File: src/sv/keyword_cipher_alphabet_builder_macros.svh
// assertion macros for the keyword cipher alphabet builder
`ifndef KEYWORD_CIPHER_ALPHABET_BUILDER_MACROS_SVH
`define KEYWORD_CIPHER_ALPHABET_BUILDER_MACROS_SVH

// same-cycle implication, checked outside reset
`define KCAB_ASSERT_NOW(label, clk, rst_n, ante, cons, msg) \
	label: assert property (@(posedge clk) disable iff (!rst_n) (ante) |-> (cons)) \
		else $error(msg);

// next-cycle implication, checked outside reset
`define KCAB_ASSERT_NEXT(label, clk, rst_n, ante, cons, msg) \
	label: assert property (@(posedge clk) disable iff (!rst_n) (ante) |=> (cons)) \
		else $error(msg);

`endif

File: src/sv/kcab_pkg.sv
// shared constants for the keyword cipher alphabet builder
package kcab_pkg;

	// width of every letter and position field on the ports
	localparam int LETTER_W = 5;

endpackage

File: src/sv/kcab_if.sv
// request channels: key letters in, table entries out
interface kcab_key_if;
	logic                          valid;
	logic                          ready;
	logic [kcab_pkg::LETTER_W-1:0] key_letter;
	logic                          letter_valid;
	logic                          key_end;

	modport source (output valid, key_letter, letter_valid, key_end, input ready);
	modport sink   (input valid, key_letter, letter_valid, key_end, output ready);
endinterface

interface kcab_entry_if;
	logic                          valid;
	logic                          ready;
	logic [kcab_pkg::LETTER_W-1:0] position;
	logic [kcab_pkg::LETTER_W-1:0] cipher_letter;
	logic [kcab_pkg::LETTER_W-1:0] plain_letter;
	logic                          last_entry;

	modport source (output valid, position, cipher_letter, plain_letter, last_entry,
		input ready);
	modport sink   (input valid, position, cipher_letter, plain_letter, last_entry,
		output ready);
endinterface

File: src/sv/kcab_ram.sv
// generic single-port-write ram with registered read
module kcab_ram #(
	parameter int WIDTH = 5,
	parameter int DEPTH = 26
) (
	input  logic                     clk,
	input  logic                     wr_en,
	input  logic [$clog2(DEPTH)-1:0] wr_addr,
	input  logic [WIDTH-1:0]         wr_data,
	input  logic [$clog2(DEPTH)-1:0] rd_addr,
	output logic [WIDTH-1:0]         rd_data
);

	logic [WIDTH-1:0] mem [DEPTH];

	always_ff @(posedge clk) begin
		if (wr_en) begin
			mem[wr_addr] <= wr_data;
		end
		rd_data <= mem[rd_addr];
	end

endmodule

File: src/sv/keyword_cipher_alphabet_builder.sv
// keyword cipher alphabet builder: key intake, fill walk and table read-out
// a key letter request is accepted while idle; the key-end request then adds a
// fill walk, one candidate letter per cycle (write or skip)
// read-out passes S_RD then S_OUT per entry (registered ram read), stalling while the output is full
// reset clears the seen set, the position counter and the output valid at once;
// both tables are undefined after reset and are fully rewritten before any read
`include "keyword_cipher_alphabet_builder_macros.svh"

module keyword_cipher_alphabet_builder #(
	parameter int ALPHABET_SIZE = 26
) (
	input  logic           clk,
	input  logic           arst_n,
	kcab_key_if.sink       key,
	kcab_entry_if.source   entry
);

	localparam int LW    = kcab_pkg::LETTER_W;
	localparam int IDX_W = $clog2(ALPHABET_SIZE);
	localparam int CNT_W = $clog2(ALPHABET_SIZE + 1);

	typedef enum logic [1:0] {
		S_IDLE,
		S_FILL,
		S_RD,
		S_OUT
	} state_t;

	state_t             state_q;
	logic [CNT_W-1:0]   pos_q;
	logic [IDX_W-1:0]   cand_q;
	logic [ALPHABET_SIZE-1:0] seen_q;
	logic               out_valid_q;
	logic [LW-1:0]      position_q;
	logic [LW-1:0]      cipher_q;
	logic [LW-1:0]      plain_q;
	logic               last_q;

	logic [IDX_W-1:0]   key_idx;
	logic               in_range;
	logic               take;
	logic               fill_active;
	logic               fill_write;
	logic               wr_en;
	logic [IDX_W-1:0]   wr_letter;
	logic [IDX_W-1:0]   wr_pos;
	logic [IDX_W-1:0]   rd_cipher;
	logic [IDX_W-1:0]   rd_plain;
	logic               last_pos;
	logic               out_free;

	assign key_idx   = key.key_letter[IDX_W-1:0];
	assign in_range  = {1'b0, key.key_letter} < (LW + 1)'(ALPHABET_SIZE);
	// new letter from the key: valid, in range and not yet taken
	assign take      = (state_q == S_IDLE) && key.valid && key.letter_valid && in_range
		&& !seen_q[key_idx];

	assign fill_active = (state_q == S_FILL) && (pos_q != CNT_W'(ALPHABET_SIZE));
	// candidate zero is written even if taken, which cannot arise with a full count
	assign fill_write  = fill_active && (!seen_q[cand_q] || (cand_q == '0));

	assign wr_en     = take || fill_write;
	assign wr_letter = (state_q == S_FILL) ? cand_q : key_idx;
	assign wr_pos    = pos_q[IDX_W-1:0];

	assign last_pos  = pos_q == CNT_W'(ALPHABET_SIZE - 1);
	assign out_free  = !out_valid_q || entry.ready;

	// position -> cipher letter
	kcab_ram #(
		.WIDTH (IDX_W),
		.DEPTH (ALPHABET_SIZE)
	) u_cipher_ram (
		.clk     (clk),
		.wr_en   (wr_en),
		.wr_addr (wr_pos),
		.wr_data (wr_letter),
		.rd_addr (pos_q[IDX_W-1:0]),
		.rd_data (rd_cipher)
	);

	// cipher letter -> plain letter
	kcab_ram #(
		.WIDTH (IDX_W),
		.DEPTH (ALPHABET_SIZE)
	) u_inverse_ram (
		.clk     (clk),
		.wr_en   (wr_en),
		.wr_addr (wr_letter),
		.wr_data (wr_pos),
		.rd_addr (pos_q[IDX_W-1:0]),
		.rd_data (rd_plain)
	);

	always_ff @(posedge clk or negedge arst_n) begin
		if (!arst_n) begin
			state_q     <= S_IDLE;
			pos_q       <= '0;
			cand_q      <= IDX_W'(ALPHABET_SIZE - 1);
			seen_q      <= '0;
			out_valid_q <= 1'b0;
		end else begin
			// in S_OUT the valid flag is handled by the load below
			if (out_valid_q && entry.ready && (state_q != S_OUT)) begin
				out_valid_q <= 1'b0;
			end
			case (state_q)
				S_IDLE: begin
					if (take) begin
						seen_q[key_idx] <= 1'b1;
						pos_q           <= pos_q + CNT_W'(1);
					end
					if (key.valid && key.key_end) begin
						cand_q  <= IDX_W'(ALPHABET_SIZE - 1);
						state_q <= S_FILL;
					end
				end
				S_FILL: begin
					if (!fill_active) begin
						pos_q   <= '0;
						state_q <= S_RD;
					end else begin
						if (fill_write) begin
							seen_q[cand_q] <= 1'b1;
							pos_q          <= pos_q + CNT_W'(1);
						end
						if (cand_q != '0) begin
							cand_q <= cand_q - IDX_W'(1);
						end
					end
				end
				S_RD: begin
					state_q <= S_OUT;
				end
				S_OUT: begin
					// ram data holds while the address holds, so wait for a free slot
					if (out_free) begin
						out_valid_q <= 1'b1;
						position_q  <= LW'(pos_q);
						cipher_q    <= LW'(rd_cipher);
						plain_q     <= LW'(rd_plain);
						last_q      <= last_pos;
						if (last_pos) begin
							pos_q   <= '0;
							seen_q  <= '0;
							state_q <= S_IDLE;
						end else begin
							pos_q   <= pos_q + CNT_W'(1);
							state_q <= S_RD;
						end
					end
				end
				default: begin
					state_q <= S_IDLE;
				end
			endcase
		end
	end

	assign key.ready           = state_q == S_IDLE;
	assign entry.valid         = out_valid_q;
	assign entry.position      = position_q;
	assign entry.cipher_letter = cipher_q;
	assign entry.plain_letter  = plain_q;
	assign entry.last_entry    = last_q;

	`KCAB_ASSERT_NOW(a_count_tracks_seen, clk, arst_n, state_q == S_IDLE,
		$countones(seen_q) == int'(pos_q), "key position count differs from seen letters")
	`KCAB_ASSERT_NOW(a_fill_has_letter, clk, arst_n, fill_active, !(&seen_q),
		"fill walk has no unused letter left")
	`KCAB_ASSERT_NOW(a_fill_in_bounds, clk, arst_n, state_q == S_FILL,
		pos_q <= CNT_W'(ALPHABET_SIZE), "fill position beyond alphabet")
	`KCAB_ASSERT_NEXT(a_entry_not_lost, clk, arst_n,
		(state_q == S_OUT) && out_valid_q && !entry.ready, state_q == S_OUT,
		"table entry loaded over a waiting entry")
	`KCAB_ASSERT_NEXT(a_clear_after_last, clk, arst_n,
		(state_q == S_OUT) && out_free && last_pos, (seen_q == '0) && (pos_q == '0),
		"state not cleared after last entry")

endmodule
File: src/flat_wrapper.sv
// flat-port wrapper written by rule: the top's interface ports become plain ports
module keyword_cipher_alphabet_builder_flat 
#(
	parameter int ALPHABET_SIZE = 26
)
  (clk, arst_n, key_valid, key_key_letter, key_letter_valid, key_key_end, key_ready, entry_valid, entry_position, entry_cipher_letter, entry_plain_letter, entry_last_entry, entry_ready);
  kcab_key_if key_i ();
  kcab_entry_if entry_i ();
  input  logic clk;
  input  logic arst_n;
  input wire logic [$bits(key_i.valid)-1:0] key_valid;
  input wire logic [$bits(key_i.key_letter)-1:0] key_key_letter;
  input wire logic [$bits(key_i.letter_valid)-1:0] key_letter_valid;
  input wire logic [$bits(key_i.key_end)-1:0] key_key_end;
  output wire logic [$bits(key_i.ready)-1:0] key_ready;
  output wire logic [$bits(entry_i.valid)-1:0] entry_valid;
  output wire logic [$bits(entry_i.position)-1:0] entry_position;
  output wire logic [$bits(entry_i.cipher_letter)-1:0] entry_cipher_letter;
  output wire logic [$bits(entry_i.plain_letter)-1:0] entry_plain_letter;
  output wire logic [$bits(entry_i.last_entry)-1:0] entry_last_entry;
  input wire logic [$bits(entry_i.ready)-1:0] entry_ready;
  assign key_i.valid = key_valid;
  assign key_i.key_letter = key_key_letter;
  assign key_i.letter_valid = key_letter_valid;
  assign key_i.key_end = key_key_end;
  assign key_ready = key_i.ready;
  assign entry_valid = entry_i.valid;
  assign entry_position = entry_i.position;
  assign entry_cipher_letter = entry_i.cipher_letter;
  assign entry_plain_letter = entry_i.plain_letter;
  assign entry_last_entry = entry_i.last_entry;
  assign entry_i.ready = entry_ready;
  keyword_cipher_alphabet_builder #(.ALPHABET_SIZE(ALPHABET_SIZE)) u_core (.clk(clk), .arst_n(arst_n), .key(key_i), .entry(entry_i));
endmodule
File: config.mk
export PLATFORM = sky130hd
export DESIGN_NAME = keyword_cipher_alphabet_builder_flat
export DESIGN_NICKNAME = d
export VERILOG_FILES = /design/src/sv/kcab_pkg.sv /design/src/sv/kcab_if.sv /design/src/sv/kcab_ram.sv /design/src/sv/keyword_cipher_alphabet_builder.sv /design/src/flat_wrapper.sv
export VERILOG_INCLUDE_DIRS = /design/src /design/src/sv
export SDC_FILE = /design/constraint.sdc
export NUM_CORES = 1
export LEC_CHECK = 0
export ABC_AREA = 0
export BUFFER_PORTS_ARGS = -buffer_cell sky130_fd_sc_hd__buf_2
export CAP_MARGIN = 20
export CELL_PAD_IN_SITES_DETAIL_PLACEMENT = 1
export CELL_PAD_IN_SITES_GLOBAL_PLACEMENT = 2
export CORE_MARGIN = 1
export CORE_UTILIZATION = 45
export CTS_CLUSTER_DIAMETER = 40
export DETAILED_ROUTE_END_ITERATION = 12
export GPL_TIMING_DRIVEN = 0
export PLACE_DENSITY = 0.78
export SYNTH_ARGS = -nofsm -noshare
export SYNTH_HDL_FRONTEND = slang
export SYNTH_HIERARCHICAL = 1
export SYNTH_SLANG_ARGS = --single-unit
File: constraint.sdc
create_clock -name clk -period 5.15 [get_ports clk]
set_clock_uncertainty 0.05 [all_clocks]
set_input_delay 0.7725 -clock clk [delete_from_list [all_inputs] [get_ports clk]]
set_output_delay 0.7725 -clock clk [all_outputs]
set_load 0.05 [all_outputs]
* Word-level counts from Yosys, hierarchy flattened
Memory sizes are Yosys's and may differ from the RTL's. A register that Yosys moved wholly into a read port is not among the register bits. Index checks and enable logic that the tools add are counted.
Word-level totals: input port bits 11, word-level logic and storage cells 97, RAM bits 260, memories 2, output and inout bits 18, bits in registers 55
Operators by class: add/sub/neg operators 2, mux-type cells 35, equal/unequal tests 15, reduce and logical (&&, ||, !) cells 27, bitwise operators 2, order comparisons 5
Memory list:
- u_core.u_cipher_ram.mem | depth 26, bits a word 5, read ports 1, clocked after Yosys merged registers in 1, wr ports 1, line kcab_ram.sv:14 | logic [WIDTH-1:0] mem [DEPTH];
- u_core.u_inverse_ram.mem | depth 26, bits a word 5, read ports 1, clocked after Yosys merged registers in 1, wr ports 1, line kcab_ram.sv:14
Operator list (count):
- $mux W26 | 5
- $pmux W26 S3 | 1
- $or A26 B26 Y26 | 2
- $mux W5 | 9
- $pmux W5 S3 | 1
- $lt A5 B6 Y1 const B | 2
- $ne A2 B1 Y1 const B | 6
- $logic_and A1 B1 Y1 | 11
- $bmux W1 S5 | 2
- $demux W1 S5 | 2
- $ge A5 B1 Y1 const B | 2
- $pmux W5 S2 | 1
- $mux W1 | 9
- $mux W2 | 4
- $pmux W2 S4 | 1
- $reduce_and A4 Y1 | 2
- $ne A2 B2 Y1 const B | 3
- $reduce_and A3 Y1 | 2
- $reduce_and A6 Y1 | 1
- $add A5 B1 Y5 const B | 1
- $eq A5 B5 Y1 const B | 1
- $logic_not A5 Y1 | 1
- $lt A5 B5 Y1 const B | 1
- $ne A5 B5 Y1 const B | 1
- 10 further kinds | 15

* Logic depth before layout (Yosys ltp)
Gate-level depths: netlist (run 1).
depth after elaboration 8, depth in mapped cells 13, mapped depth without buffers 10

* Modules after synthesis
The synthesis (run 1) kept the hierarchy.
By module, submodules not included:
- kcab_ram at u_core.u_inverse_ram | sequential area each 4003.8 um^2, times used 1, area each 5368.9 um^2, cells each 315
- kcab_ram at u_core.u_cipher_ram | sequential area each 4003.8 um^2, times used 1, area each 5365.1 um^2, cells each 315
- keyword_cipher_alphabet_builder | sequential area each 1460.2 um^2, times used 1, area each 3284.4 um^2, cells each 306

* Worst setup path before layout (run 1)
OpenSTA, ideal clock, no wires.
path kind flip-flop to flip-flop, start register u_core.state_q[1], end memory u_core.u_inverse_ram.mem[20][0] (enable), data required time 4759 ps, clock period less this slack 3692 ps, arrival time 3300 ps, setup slack 1458 ps, path buffers 3, stages on the path, launching flop included 12, library setup time 341 ps, path through dfrtp_1 -> clkbuf_1 -> nor2_1 -> o311ai_1 -> a21oi_1 -> a31oi_1 -> a211oi_4 -> buf_6 -> and2b_1 -> or3b_1 -> clkbuf_1 -> nor2_1
Between the ends: word-level cells in the longest chain between the ends 8, elaborated cells between the ends (all ways) 12, classes of those cells eq/ne (1); mux (3); reduce/logical (8)
Ends and longest elaborated chain:
- from (decl) | line keyword_cipher_alphabet_builder.sv:29 | state_t state_q;
- from (signal assigned) | line keyword_cipher_alphabet_builder.sv:97 | state_q <= S_IDLE;
- from (signal assigned) | line keyword_cipher_alphabet_builder.sv:115 | state_q <= S_FILL;
- from (signal assigned) | line keyword_cipher_alphabet_builder.sv:121 | state_q <= S_RD;
- $logic_not A2 Y1
- via key_ready | line flat_wrapper.sv:15 | output wire logic [$bits(key_i.ready)-1:0] key_ready;
- $logic_and A1 B1 Y1 (3 in a row) | line keyword_cipher_alphabet_builder.sv:55 | assign take = (state_q == S_IDLE) && key.valid && key.letter_valid && in_range
- $logic_and A1 B1 Y1 | line keyword_cipher_alphabet_builder.sv:56 | && !seen_q[key_idx];
- $logic_or A1 B1 Y1 | line keyword_cipher_alphabet_builder.sv:62 | assign wr_en = take || fill_write;
- via u_core.wr_en | line keyword_cipher_alphabet_builder.sv:44 | logic wr_en;
- $mux W1 | line kcab_ram.sv:17 | if (wr_en) begin
- $mux W1 (not written as such) | line kcab_ram.sv:18 | mem[wr_addr] <= wr_data;
- to (decl) | line kcab_ram.sv:14
The timed path passes the listed nets, and every way through them passes these cells.

* Final worst setup path (run 1)
start register u_core.pos_q[0], end memory u_core.u_inverse_ram.mem[0][4] (enable)
Between the ends: word-level cells in the longest chain between the ends 6
Ends and longest elaborated chain:
- from (decl) | line keyword_cipher_alphabet_builder.sv:30 | logic [CNT_W-1:0] pos_q;
- from (signal assigned) | line keyword_cipher_alphabet_builder.sv:111 | pos_q <= pos_q + CNT_W'(1);
- from (signal assigned) | line keyword_cipher_alphabet_builder.sv:125 | pos_q <= pos_q + CNT_W'(1);
- from (signal assigned) | line keyword_cipher_alphabet_builder.sv:148 | pos_q <= pos_q + CNT_W'(1);
- $ne A5 B5 Y1 | line keyword_cipher_alphabet_builder.sv:58 | assign fill_active = (state_q == S_FILL) && (pos_q != CNT_W'(ALPHABET_SIZE));
- $logic_and A1 B1 Y1 | line keyword_cipher_alphabet_builder.sv:58
- $logic_and A1 B1 Y1 | line keyword_cipher_alphabet_builder.sv:60 | assign fill_write = fill_active && (!seen_q[cand_q] || (cand_q == '0));
- $logic_or A1 B1 Y1 | line keyword_cipher_alphabet_builder.sv:62
- via u_core.wr_en | line keyword_cipher_alphabet_builder.sv:44
- $mux W1 | line kcab_ram.sv:17
- $mux W1 (not written as such) | line kcab_ram.sv:18
The timed path passes the listed nets, and every way through them passes these cells.

==> results of run 1 <==
[critical path, stage by stage (launching register included)]
cell	delay [ns]
dfrtp_1	0.75
buf_16	0.25
inv_1	0.06
ha_1	0.21
nand4b_1	0.15
or2_2	0.14
a21boi_0	0.11
or2_2	0.34
a211oi_4	0.21
buf_6	0.19
and2b_1	0.31
or3b_1	0.38
clkbuf_1	0.26
nor2_1	0.53
[layout make-up]
class,count,area (sq um)
Clock inverter,30,412
Tap cell,396,495
Buffer,50,288
Multi-Input combinational cell,550,4230
Timing Repair Buffer,34,303
Fill cell,2922,14200
Inverter,11,41.3
Clock buffer,49,1110
Sequential cell,325,9470
[per-layer routing]
metal	GRT usage, %	vias up	wire length (um)
met5	0	-	0
met4	7.03	0	832
met3	2.73	64	1030
met2	36.9	155	16400
met1	29.1	4269	15300
li1	-	3796	-
[final timing paths]
kind,start,to,slack (ns),cells past startpoint
setup / recovery,u_core/pos_q[0]$_DFFE_PN0P_,u_core/u_inverse_ram/mem[0][4]$_DFFE_PP_,0.82,13
hold / removal,arst_n,u_core/pos_q[1]$_DFFE_PN0P_,0.34,1
setup reg to reg,u_core/pos_q[0]$_DFFE_PN0P_,u_core/u_inverse_ram/mem[0][4]$_DFFE_PP_,0.82,13
hold reg to reg,u_core/u_inverse_ram/rd_data[4]$_DFF_P_,u_core/entry.plain_letter[4]$_DFFE_PP_,0.35,0
max in group asynchronous,arst_n,u_core/pos_q[4]$_DFFE_PN0P_,4.07,1
min in group clk,u_core/u_inverse_ram/rd_data[4]$_DFF_P_,u_core/entry.plain_letter[4]$_DFFE_PP_,0.35,0
[sequential cells by signal, summed over array words and instances, names as in the netlist, 2 cells and up]
register                      flops
u_core/cand_q                     5
u_core/entry.cipher_letter        5
u_core/entry.plain_letter         5
u_core/entry.position             5
u_core/pos_q                      5
u_core/seen_q                    26
u_core/state_q                    2
u_core/u_cipher_ram/mem         130
u_core/u_cipher_ram/rd_data       5
u_core/u_inverse_ram/mem        130
u_core/u_inverse_ram/rd_data      5
[synth_stat cells, types with 8 or more instances]
| library cell | count | area share [%] |
|---|---|---|
| ha_1 | 8 | 0.71 |
| dfxtp_1 | 10 | 1.4 |
| dfrtp_1 | 36 | 6.4 |
| nand3_1 | 38 | 1.4 |
| a22oi_1 | 12 | 0.64 |
| inv_1 | 11 | 0.29 |
| a21oi_1 | 23 | 0.82 |
| nand3b_1 | 17 | 0.91 |
| mux2i_1 | 105 | 7.5 |
| buf_2 | 20 | 0.71 |
| nand4_1 | 11 | 0.49 |
| nor2_1 | 75 | 2.0 |
| edfxtp_1 | 276 | 59 |
| mux4_2 | 16 | 2.6 |
| nand2_1 | 69 | 1.8 |
| mux4_1 | 9 | 1.7 |
| o211ai_1 | 11 | 0.59 |
| mux2_2 | 11 | 0.88 |
| or3b_1 | 9 | 0.56 |
| a22o_1 | 19 | 1.2 |
| o22ai_1 | 28 | 1.2 |
| nor2b_1 | 13 | 0.58 |
| clkbuf_1 | 20 | 0.54 |
[through the flow]
| step | TNS, ns | area (sq um) | std cells |
|---|---|---|---|
| finish | 0 | 16400 | 1445 |
| global route | 0 | 16400 | 1445 |
| detailed placement | 0 | 14800 | 1366 |
| global placement | -63.79 | 14600 | 1357 |
| CTS | 0 | 16400 | 1445 |
| floorplan | 0 | 14000 | 936 |
[cell families (layout without fill, tap and decap cells)]
kind of cell,count (synthesis),in the layout
compound gates,126,126
xor+xnor,3,3
fa+ha+maj,8,8
buf+inv,61,174
flops,325,325
mux,145,145
simple gates,268,268
[where the power goes]
| group | internal (mW) | switching, mW | total (mW) | leakage (nW) |
|---|---|---|---|---|
| logic | 1.02 | 1.52 | 2.54 | 1.98 |
| registers | 3.26 | 0.256 | 3.52 | 3.07 |
| clock network | 1.97 | 1.14 | 3.12 | 0.725 |
| total | 6.26 | 2.92 | 9.17 | 5.77 |
[cells in the final DEF (no fill, tap or decap), types with 12 or more instances in the layout]
cell and instances:
mux4_2 16, o22ai_1 28, clkbuf_1 25, a21oi_1 23, nand2_1 69, buf_2 45
nand3b_1 17, a22oi_1 12, dfrtp_1 34, nor2b_1 13, mux2i_1 105, clkbuf_16 43
nand3_1 38, a22o_1 19, nor2_1 75, edfxtp_1 276
==> summary.txt, run 1 <==
Post-synth EDFFs: 276
CTS Sinks: 325
Post-synthesis simple-gate area fraction: 9.68%
Synthesized area per cell: 15.0 sq um
H-tree Lvls: 2
Routed Antenna Nets: 0
Final hold viol count: 0
DR vias: 8284
Initial antenna violation count: 0
DR vias/cell: 5.73
Fin nets: 1034
RePlAce Congestion: 0.776
Outcome: finished clean
Post-Synth Adder-Cell Area: 0.714%
Post-CTS setup buffer count: 0
Hold WC Path Type: input port to async pin
Chip Width: 179 um
Hpwl dp: 22.3 mm
Post-cts resize count: 0
Total CTS buffers: 43
Reg clk slew, reported paths: 0.05 ns
# rows: 64
Worst-path fanout max: 24
Die Y: 179 um
Root buffer cell: clkbuf_16
CTS Hold Bufs: 0
Layout cell share with drive strength beyond 1: 17.7%
Data arrival, critical path: 4.44 ns
Asr flop ratio synth: 12.0%
CTS tree: done
Startpoint types: flip-flop
Crit path required time: 5.26 ns
DRT iter0 DRCs: 523
Ys Warns: 6
Die Area: 31900 sq um
Drt pass-1 iters: 4
WL final: 33.5 mm
Min setup slack post-route: 0.823 ns
GRT overflow: 0
ANT cells: 0
Number of library cell types mapped by synthesis: 60
Fin crit period: 4.33 ns
DR WL/cell: 23.2 um
Floorplan Core Area: 30600 sq um
Max Cap Violations: 0
Mapped Cells: 936
Total power: 9.17 mW
Post-synthesis compound-gate area fraction: 6.52%
Worst slew pin tran: 0.996 ns
Syn Std Cell Area: 14000 sq um
Multiplexer share of the synthesized area: 13.0%
P per Cell Area: 561 nW/um^2
Seq/Total Area, Yosys: 67.5%
Pin count of the biggest net entering global routing: 45
Overall Global Routing Usage: 21.8%
First-pass GRT wire length: 51.3 mm
Static Leak: 5.77 nW
# IOs: 29
Final hold slack: 0.345 ns
Slew HR: 33.6%
Largest family of logic cells by synthesized area: multiplexers
Post-route DRC: 0
Pre-CTS setup slack: 0.533 ns
Clk buf depth: 3
Tcrit/Tclk final: 84.0%
Flops & latches, synth: 325
IO buf count: 25
Post-synth net total: 955
Final Util: 53.5%
Peak supply drop: 275 uV
RSZ-0062 raised after global routing: no
Vias in the first global route: 8764
Clk Latency, worst-skew pair: 0.53 ns
Fmax: 231 MHz
Effective utilization at floorplan: 45.8%
Worst Setup End Kind: flip-flop
CP Class: flip-flop to flip-flop
Synth Flop Type: edfxtp_1
Layout overhead on the synthesized area: 16.6%
Post-synthesis xor/xnor area fraction: 0.187%
Final-report setup violation count: 0
Max-slew violations: 0
(Power assumes the default switching activity.)
==> run 2: changes to the inputs <==
--- a/config.mk
+++ b/config.mk
@@ -12,11 +12,11 @@
 export CELL_PAD_IN_SITES_DETAIL_PLACEMENT = 1
 export CELL_PAD_IN_SITES_GLOBAL_PLACEMENT = 2
 export CORE_MARGIN = 1
-export CORE_UTILIZATION = 45
+export CORE_UTILIZATION = 42
 export CTS_CLUSTER_DIAMETER = 40
 export DETAILED_ROUTE_END_ITERATION = 12
 export GPL_TIMING_DRIVEN = 0
-export PLACE_DENSITY = 0.78
+export PLACE_DENSITY = 0.77
 export SYNTH_ARGS = -nofsm -noshare
 export SYNTH_HDL_FRONTEND = slang
 export SYNTH_HIERARCHICAL = 1
==> constraint.sdc (replaced) <==
create_clock -name clk -period 3.9 [get_ports clk]
set_clock_uncertainty 0.05 [all_clocks]
set_input_delay 0.585 -clock clk [delete_from_list [all_inputs] [get_ports clk]]
set_output_delay 0.585 -clock clk [all_outputs]
set_load 0.05 [all_outputs]
==> run 2 against run 1 <==
Net effect: non-clock buffer count stayed put; count of clock-buffer cells in the layout up 11; largest cell class unchanged; critical endpoint is now u_core/u_cipher_ram/mem[15][1]$_DFFE_PP_; register-to-register slack worse by 0.73 ns; via count is 0.68% higher; die area rose by 7.1%; routed wire length up 2.5%.
==> summary.txt, run 2 (synthesized netlist as in run 1, its figures left out) <==
Outcome: finished clean
WL final: 34.3 mm
Top Registers: u_core/u_cipher_ram/mem: 130 flops, u_core/u_inverse_ram/mem: 130 flops, u_core/seen_q: 26 flops
Pin count of the biggest net entering global routing: 49
RePlAce Congestion: 0.831
Delay-heaviest family, CP: simple AND/OR/NAND/NOR gates
Clk Latency, worst-skew pair: 0.55 ns
Worst-path fanout max: 10
Crit path required time: 4.06 ns
P per Cell Area: 740 nW/um^2
Die Y: 185 um
Crit path largest cell delay: 0.50 ns
Clk buf depth: 3
Fillers: 3195
Dpl cells: 1411
Hold WC Path Type: input port to async pin
IO buf count: 25
Worst Setup End Kind: flip-flop
CTS Sinks: 325
Setup TNS: 0 ns
DRT iter0 DRCs: 490
Worst slew pin tran: 1.03 ns
Overall Global Routing Usage: 20.9%
Chip Width: 185 um
Post-route DRC: 0
Reg2reg setup slack: 0.09 ns
Fin nets: 1037
DR vias: 8340
Worst path slowest cell: dfstp_2
Slew HR: 31.5%
Die Area: 34100 sq um
RSZ-0062 raised after global routing: yes
Startpoint types: flip-flop
DR WL/cell: 22.9 um
Peak supply drop: 312 uV
First-pass GRT wire length: 53.1 mm
Final hold slack: 0.150 ns
CTS Hold Bufs: 0
Commonest non-fill, non-tap cells in the layout: 276 x edfxtp_1, 105 x mux2i_1, 68 x nand2_1, 47 x clkbuf_16, 45 x buf_2
Final hold viol count: 0
Layout overhead on the synthesized area: 19.2%
Fmax: 263 MHz
Max-slew violations: 0
Layout cell share with drive strength beyond 1: 22.7%
Drt pass-1 iters: 5
Effective utilization at floorplan: 42.9%
CTS tree: done
Reg clk slew, reported paths: 0.05 ns
Crit path buffers/inverters: 3
Commonest non-fill, non-tap cell in the layout: edfxtp_1
ANT cells: 0
Initial antenna violation count: 0
H-tree Lvls: 2
DR vias/cell: 5.57
Tcrit/Tclk final: 97.6%
Final-report setup violation count: 0
Max Cap Violations: 0
Floorplan Core Area: 32700 sq um
Vias in the first global route: 8808
Hpwl dp: 22.0 mm
# rows: 66
Routed Antenna Nets: 0
Fin crit period: 3.81 ns
Data arrival, critical path: 3.96 ns
CP Class: flip-flop to flip-flop
Non-filler cells in the finished layout: 1497
GRT overflow: 0
Static Leak: 5.83 nW
Root buffer cell: clkbuf_16
Cells along the critical path: buf_2 > or3b_1 > clkbuf_1 > o22ai_1 > o21ai_1 > a31oi_4 > a211oi_4 > buf_6 > and2b_2 > nand3_1 > nor2_2
# IOs: 29
Total CTS buffers: 46
[run 2: cell count changes in the layout (fill, tap and decap cells not counted), moves of 2 or more]
cell / delta
buf_8: -2
clkbuf_8: +2
inv_6: -2
or3b_4: +2
clkinv_1: +3
nor2_2: +32
clkbuf_16: +4
nor2_1: -48
clkinvlp_4: -5
nor2_4: +16
or3b_1: -2
buf_4: +3
clkbuf_1: +3
[run 2: metal layers]
| layer | share of wire, % | GRT usage (%) | vias up |
|---|---|---|---|
| li1 | - | - | 3813 |
| met1 | 45 | 28.2 | 4323 |
| met2 | 50 | 35.4 | 164 |
| met3 | 3.4 | 2.67 | 40 |
| met4 | 1.7 | 5.82 | 0 |
| met5 | 0 | 0 | - |
[run 2: area by class of cell]
cell class	instances	area, sq um	share of cell area [%]
clock buffer	60	1250	7.51
multi-input combinational	550	4450	26.6
inverter	11	41.3	0.247
buffer	48	280	1.68
tap	442	553	3.31
sequential	325	9470	56.7
timing repair buffer	36	323	1.93
clock inverter	25	340	2.04
[run 2: through the flow]
stage	power [mW]	cell area, sq um	worst slack, ns	util (%)
6_report	12.4	16700	0.0919	51.1
5_1_grt	12.9	16700	-0.0984	51.1
4_1_cts	12.5	16700	-0.120	50.9
3_5_place_dp	8.07	14900	-0.520	45.5
3_3_place_gp	7.93	14700	-2.20	44.9
2_1_floorplan	6.97	14000	0.208	-
[run 2: final timing paths]
kind,from,endpoint,cells past startpoint
setup / recovery,u_core/cand_q[4]$_DFFE_PN1P_,u_core/u_cipher_ram/mem[15][1]$_DFFE_PP_,11
setup reg to reg,u_core/cand_q[4]$_DFFE_PN1P_,u_core/u_cipher_ram/mem[15][1]$_DFFE_PP_,11
max in group asynchronous,arst_n,u_core/pos_q[4]$_DFFE_PN0P_,1
hold reg to reg,u_core/u_cipher_ram/rd_data[1]$_DFF_P_,u_core/entry.cipher_letter[1]$_DFFE_PP_,0
hold / removal,arst_n,u_core/pos_q[1]$_DFFE_PN0P_,1
min in group clk,key_key_end,u_core/cand_q[3]$_DFFE_PN1P_,3
[run 2: repair_timing]
action / CTS / global route
resized for setup: 58 / 13
endpoints found under the hold margin: 0 / 0
setup buffers: 0 / 3
setup endpoints to repair: 260 / 241
[run 2: power breakdown]
part / internal [mW] / leakage (nW) / total [mW] / switching [mW]
Sequential: 4.31 / 3.06 / 4.65 / 0.340
Clock: 2.75 / 0.778 / 4.29 / 1.54
Combinational: 1.36 / 1.99 / 3.43 / 2.07
Total: 8.42 / 5.83 / 12.4 / 3.95
==> run 3: changes to the inputs <==
--- a/config.mk
+++ b/config.mk
@@ -11,11 +11,13 @@
 export CAP_MARGIN = 20
 export CELL_PAD_IN_SITES_DETAIL_PLACEMENT = 1
 export CELL_PAD_IN_SITES_GLOBAL_PLACEMENT = 2
+export CORE_ASPECT_RATIO = 2
 export CORE_MARGIN = 1
 export CORE_UTILIZATION = 42
 export CTS_CLUSTER_DIAMETER = 40
 export DETAILED_ROUTE_END_ITERATION = 12
 export GPL_TIMING_DRIVEN = 0
+export MAX_ROUTING_LAYER = met4
 export PLACE_DENSITY = 0.77
 export SYNTH_ARGS = -nofsm -noshare
 export SYNTH_HDL_FRONTEND = slang
==> run 3 against run 2 <==
Net effect: worst setup slack worse by 0.010 ns; die area grew 0.13%; global-route usage up 2.1 points; first-iteration DRC count is 6.3% lower; critical path type unchanged; count of clock-buffer cells in the layout shrank 24; largest cell class unchanged; design area is 3.2% lower.
==> summary.txt, run 3 (synthesized netlist as in run 1, its figures left out) <==
P per Cell Area: 690 nW/um^2
Reg-to-reg startpoint: u_core/cand_q[0]$_DFFE_PN1P_
Crit path required time: 4.12 ns
Overall Global Routing Usage: 23.0%
Vias in the first global route: 9133
Worst path slowest cell: dfstp_2
Hold WC Path Type: input port to flip-flop
First-pass GRT wire length: 56.0 mm
DR WL/cell: 25.2 um
Root buffer cell: clkbuf_16
Pin count of the biggest net entering global routing: 47
Layout cell share with drive strength beyond 1: 22.0%
Post-route DRC: 0
CP Class: flip-flop to flip-flop
Fin crit period: 3.82 ns
Max-slew violations: 0
Final hold viol count: 0
Crit path largest cell delay: 0.60 ns
DR vias: 8208
Routed Antenna Nets: 0
Setup crit start: u_core/cand_q[0]$_DFFE_PN1P_
CTS tree: done
Min-Delay Endpoint: u_core/cand_q[4]$_DFFE_PN1P_
ANT cells: 0
Drt pass-1 iters: 6
Clk buf depth: 3
GRT overflow: 0
DRT iter0 DRCs: 459
Hpwl dp: 27.2 mm
Reg2reg setup slack: 0.08 ns
Chip Width: 131 um
Worst Reg2Reg Path Length in Cells: 10
Peak supply drop: 458 uV
IO buf count: 25
Die Area: 34200 sq um
Commonest non-fill, non-tap cells in the layout: 276 x edfxtp_1, 105 x mux2i_1, 69 x nand2_1, 44 x buf_2, 36 x nand3_1
Setup TNS: 0 ns
Commonest non-fill, non-tap cell in the layout: edfxtp_1
RSZ-0062 raised after global routing: yes
Cell Area, Placed: 14900 sq um
H-tree Lvls: 1
Startpoint types: flip-flop
Final Util: 49.1%
Data arrival, critical path: 4.04 ns
Static Leak: 5.55 nW
Fmax: 262 MHz
Worst hold path depth: 3
WL final: 36.8 mm
Non-filler cells in the finished layout: 1462
Max Cap Violations: 0
Layout overhead on the synthesized area: 15.4%
Fin nets: 1025
Total power: 11.2 mW
Worst slew pin tran: 1.02 ns
Clk Latency, worst-skew pair: 0.58 ns
Total CTS buffers: 31
DR vias/cell: 5.61
Clk network pwr share: 26.9%
Worst-path fanout max: 10
Sw Ratio: 34.7%
Seq pwr share: 42.2%
Outcome: finished clean
RePlAce Congestion: 0.924
Comb pwr share: 30.9%
# IOs: 29
Worst hold start: key_key_end
Tcrit/Tclk final: 97.9%
Top Registers: u_core/u_cipher_ram/mem: 130 flops, u_core/u_inverse_ram/mem: 130 flops, u_core/seen_q: 26 flops
NetSw: 3.87 mW
Worst Setup End Kind: flip-flop
# rows: 94
Slew HR: 32.2%
Floorplan Core Area: 32900 sq um
Die Y: 260 um
Reg clk slew, reported paths: 0.07 ns
Effective utilization at floorplan: 42.6%
Dpl cells: 1400
CTS Sinks: 325
Initial antenna violation count: 0
R2r endpoint: u_core/u_inverse_ram/mem[4][0]$_DFFE_PP_
Final-report setup violation count: 0
Most common cell on crit path: buf_6
P_int: 7.29 mW
Final instance area: 16200 sq um
Cells along the critical path: buf_6 > mux4_2 > nor2b_4 > nor4_4 > a31oi_4 > a211oi_4 > buf_6 > and2b_4 > or3b_4 > nor2_2
run 3: cell types whose count changed in the layout (fill, tap and decap cells not counted), sizes merged:
| cell | previous run | this run |
|---|---|---|
| bufinv | 7 | 2 |
| clkinv | 10 | 8 |
| clkinvlp | 1 | 3 |
| inv | 18 | 19 |
| dlygate4sd3 | 0 | 1 |
| buf | 66 | 68 |
| clkbuf | 78 | 54 |
run 3: worst max-delay path: cells and delay by family (launching register included):
family	cells	cell delay, ns
multiplexers	1	0.50
AND/OR/NAND/NOR	5	1.46
flip-flops	1	0.60
buffers and inverters	2	0.36
AO/OA/AOI/OAI	2	0.52
run 3: worst max path at each step:
stage          depth (start not counted)                                        end
3_5_place_dp                          12   u_core/u_cipher_ram/mem[24][3]$_DFFE_PP_
3_3_place_gp                           6  u_core/u_inverse_ram/mem[15][1]$_DFFE_PP_
6_report                              10   u_core/u_inverse_ram/mem[4][0]$_DFFE_PP_
4_1_cts                               10  u_core/u_inverse_ram/mem[19][0]$_DFFE_PP_
5_1_grt                               10  u_core/u_inverse_ram/mem[24][1]$_DFFE_PP_
2_1_floorplan                         11  u_core/u_inverse_ram/mem[20][0]$_DFFE_PP_
run 3: routing by layer:
metal | track usage, % | part of all wire, %
met1 | 18.9 | 31
met2 | 48.0 | 62
met3 | 1.79 | 2.0
met4 | 13.8 | 5.7
met5 | - | 0
run 3: metrics by stage:
step	setup WS [ns]	hold WS, ns
finish	0.0816	0.237
detailed placement	-0.759	0.340
global route	-0.0276	0.272
floorplan	0.208	0.239
global placement	-2.10	0.336
CTS	-0.117	0.111
run 3: power by group through the flow:
stage               Sequential [mW]  Combinational, mW  Clock, mW
finish                         4.71               3.44       3.00
global route                   4.77               3.70       3.17
global placement               4.87               3.19          0
floorplan                      4.77               2.20          0
detailed placement             4.80               3.41          0
CTS                            4.73               3.48       3.07
run 3: cell type report:
type	instances	area (sq um)
Tap cell	432	541
Timing Repair Buffer	39	353
Clock inverter	21	218
Inverter	11	41.3
Sequential cell	325	9480
Clock buffer	36	795
Buffer	48	283
Fill cell	3206	16800
Multi-Input combinational cell	550	4470
run 3: repair_timing:
action,CTS,global route
endpoints found under the setup margin,260,188
pin swaps,1,0
resized for setup,64,17
endpoints found under the hold margin,0,8
setup buffers,2,3
hold buffers,0,1
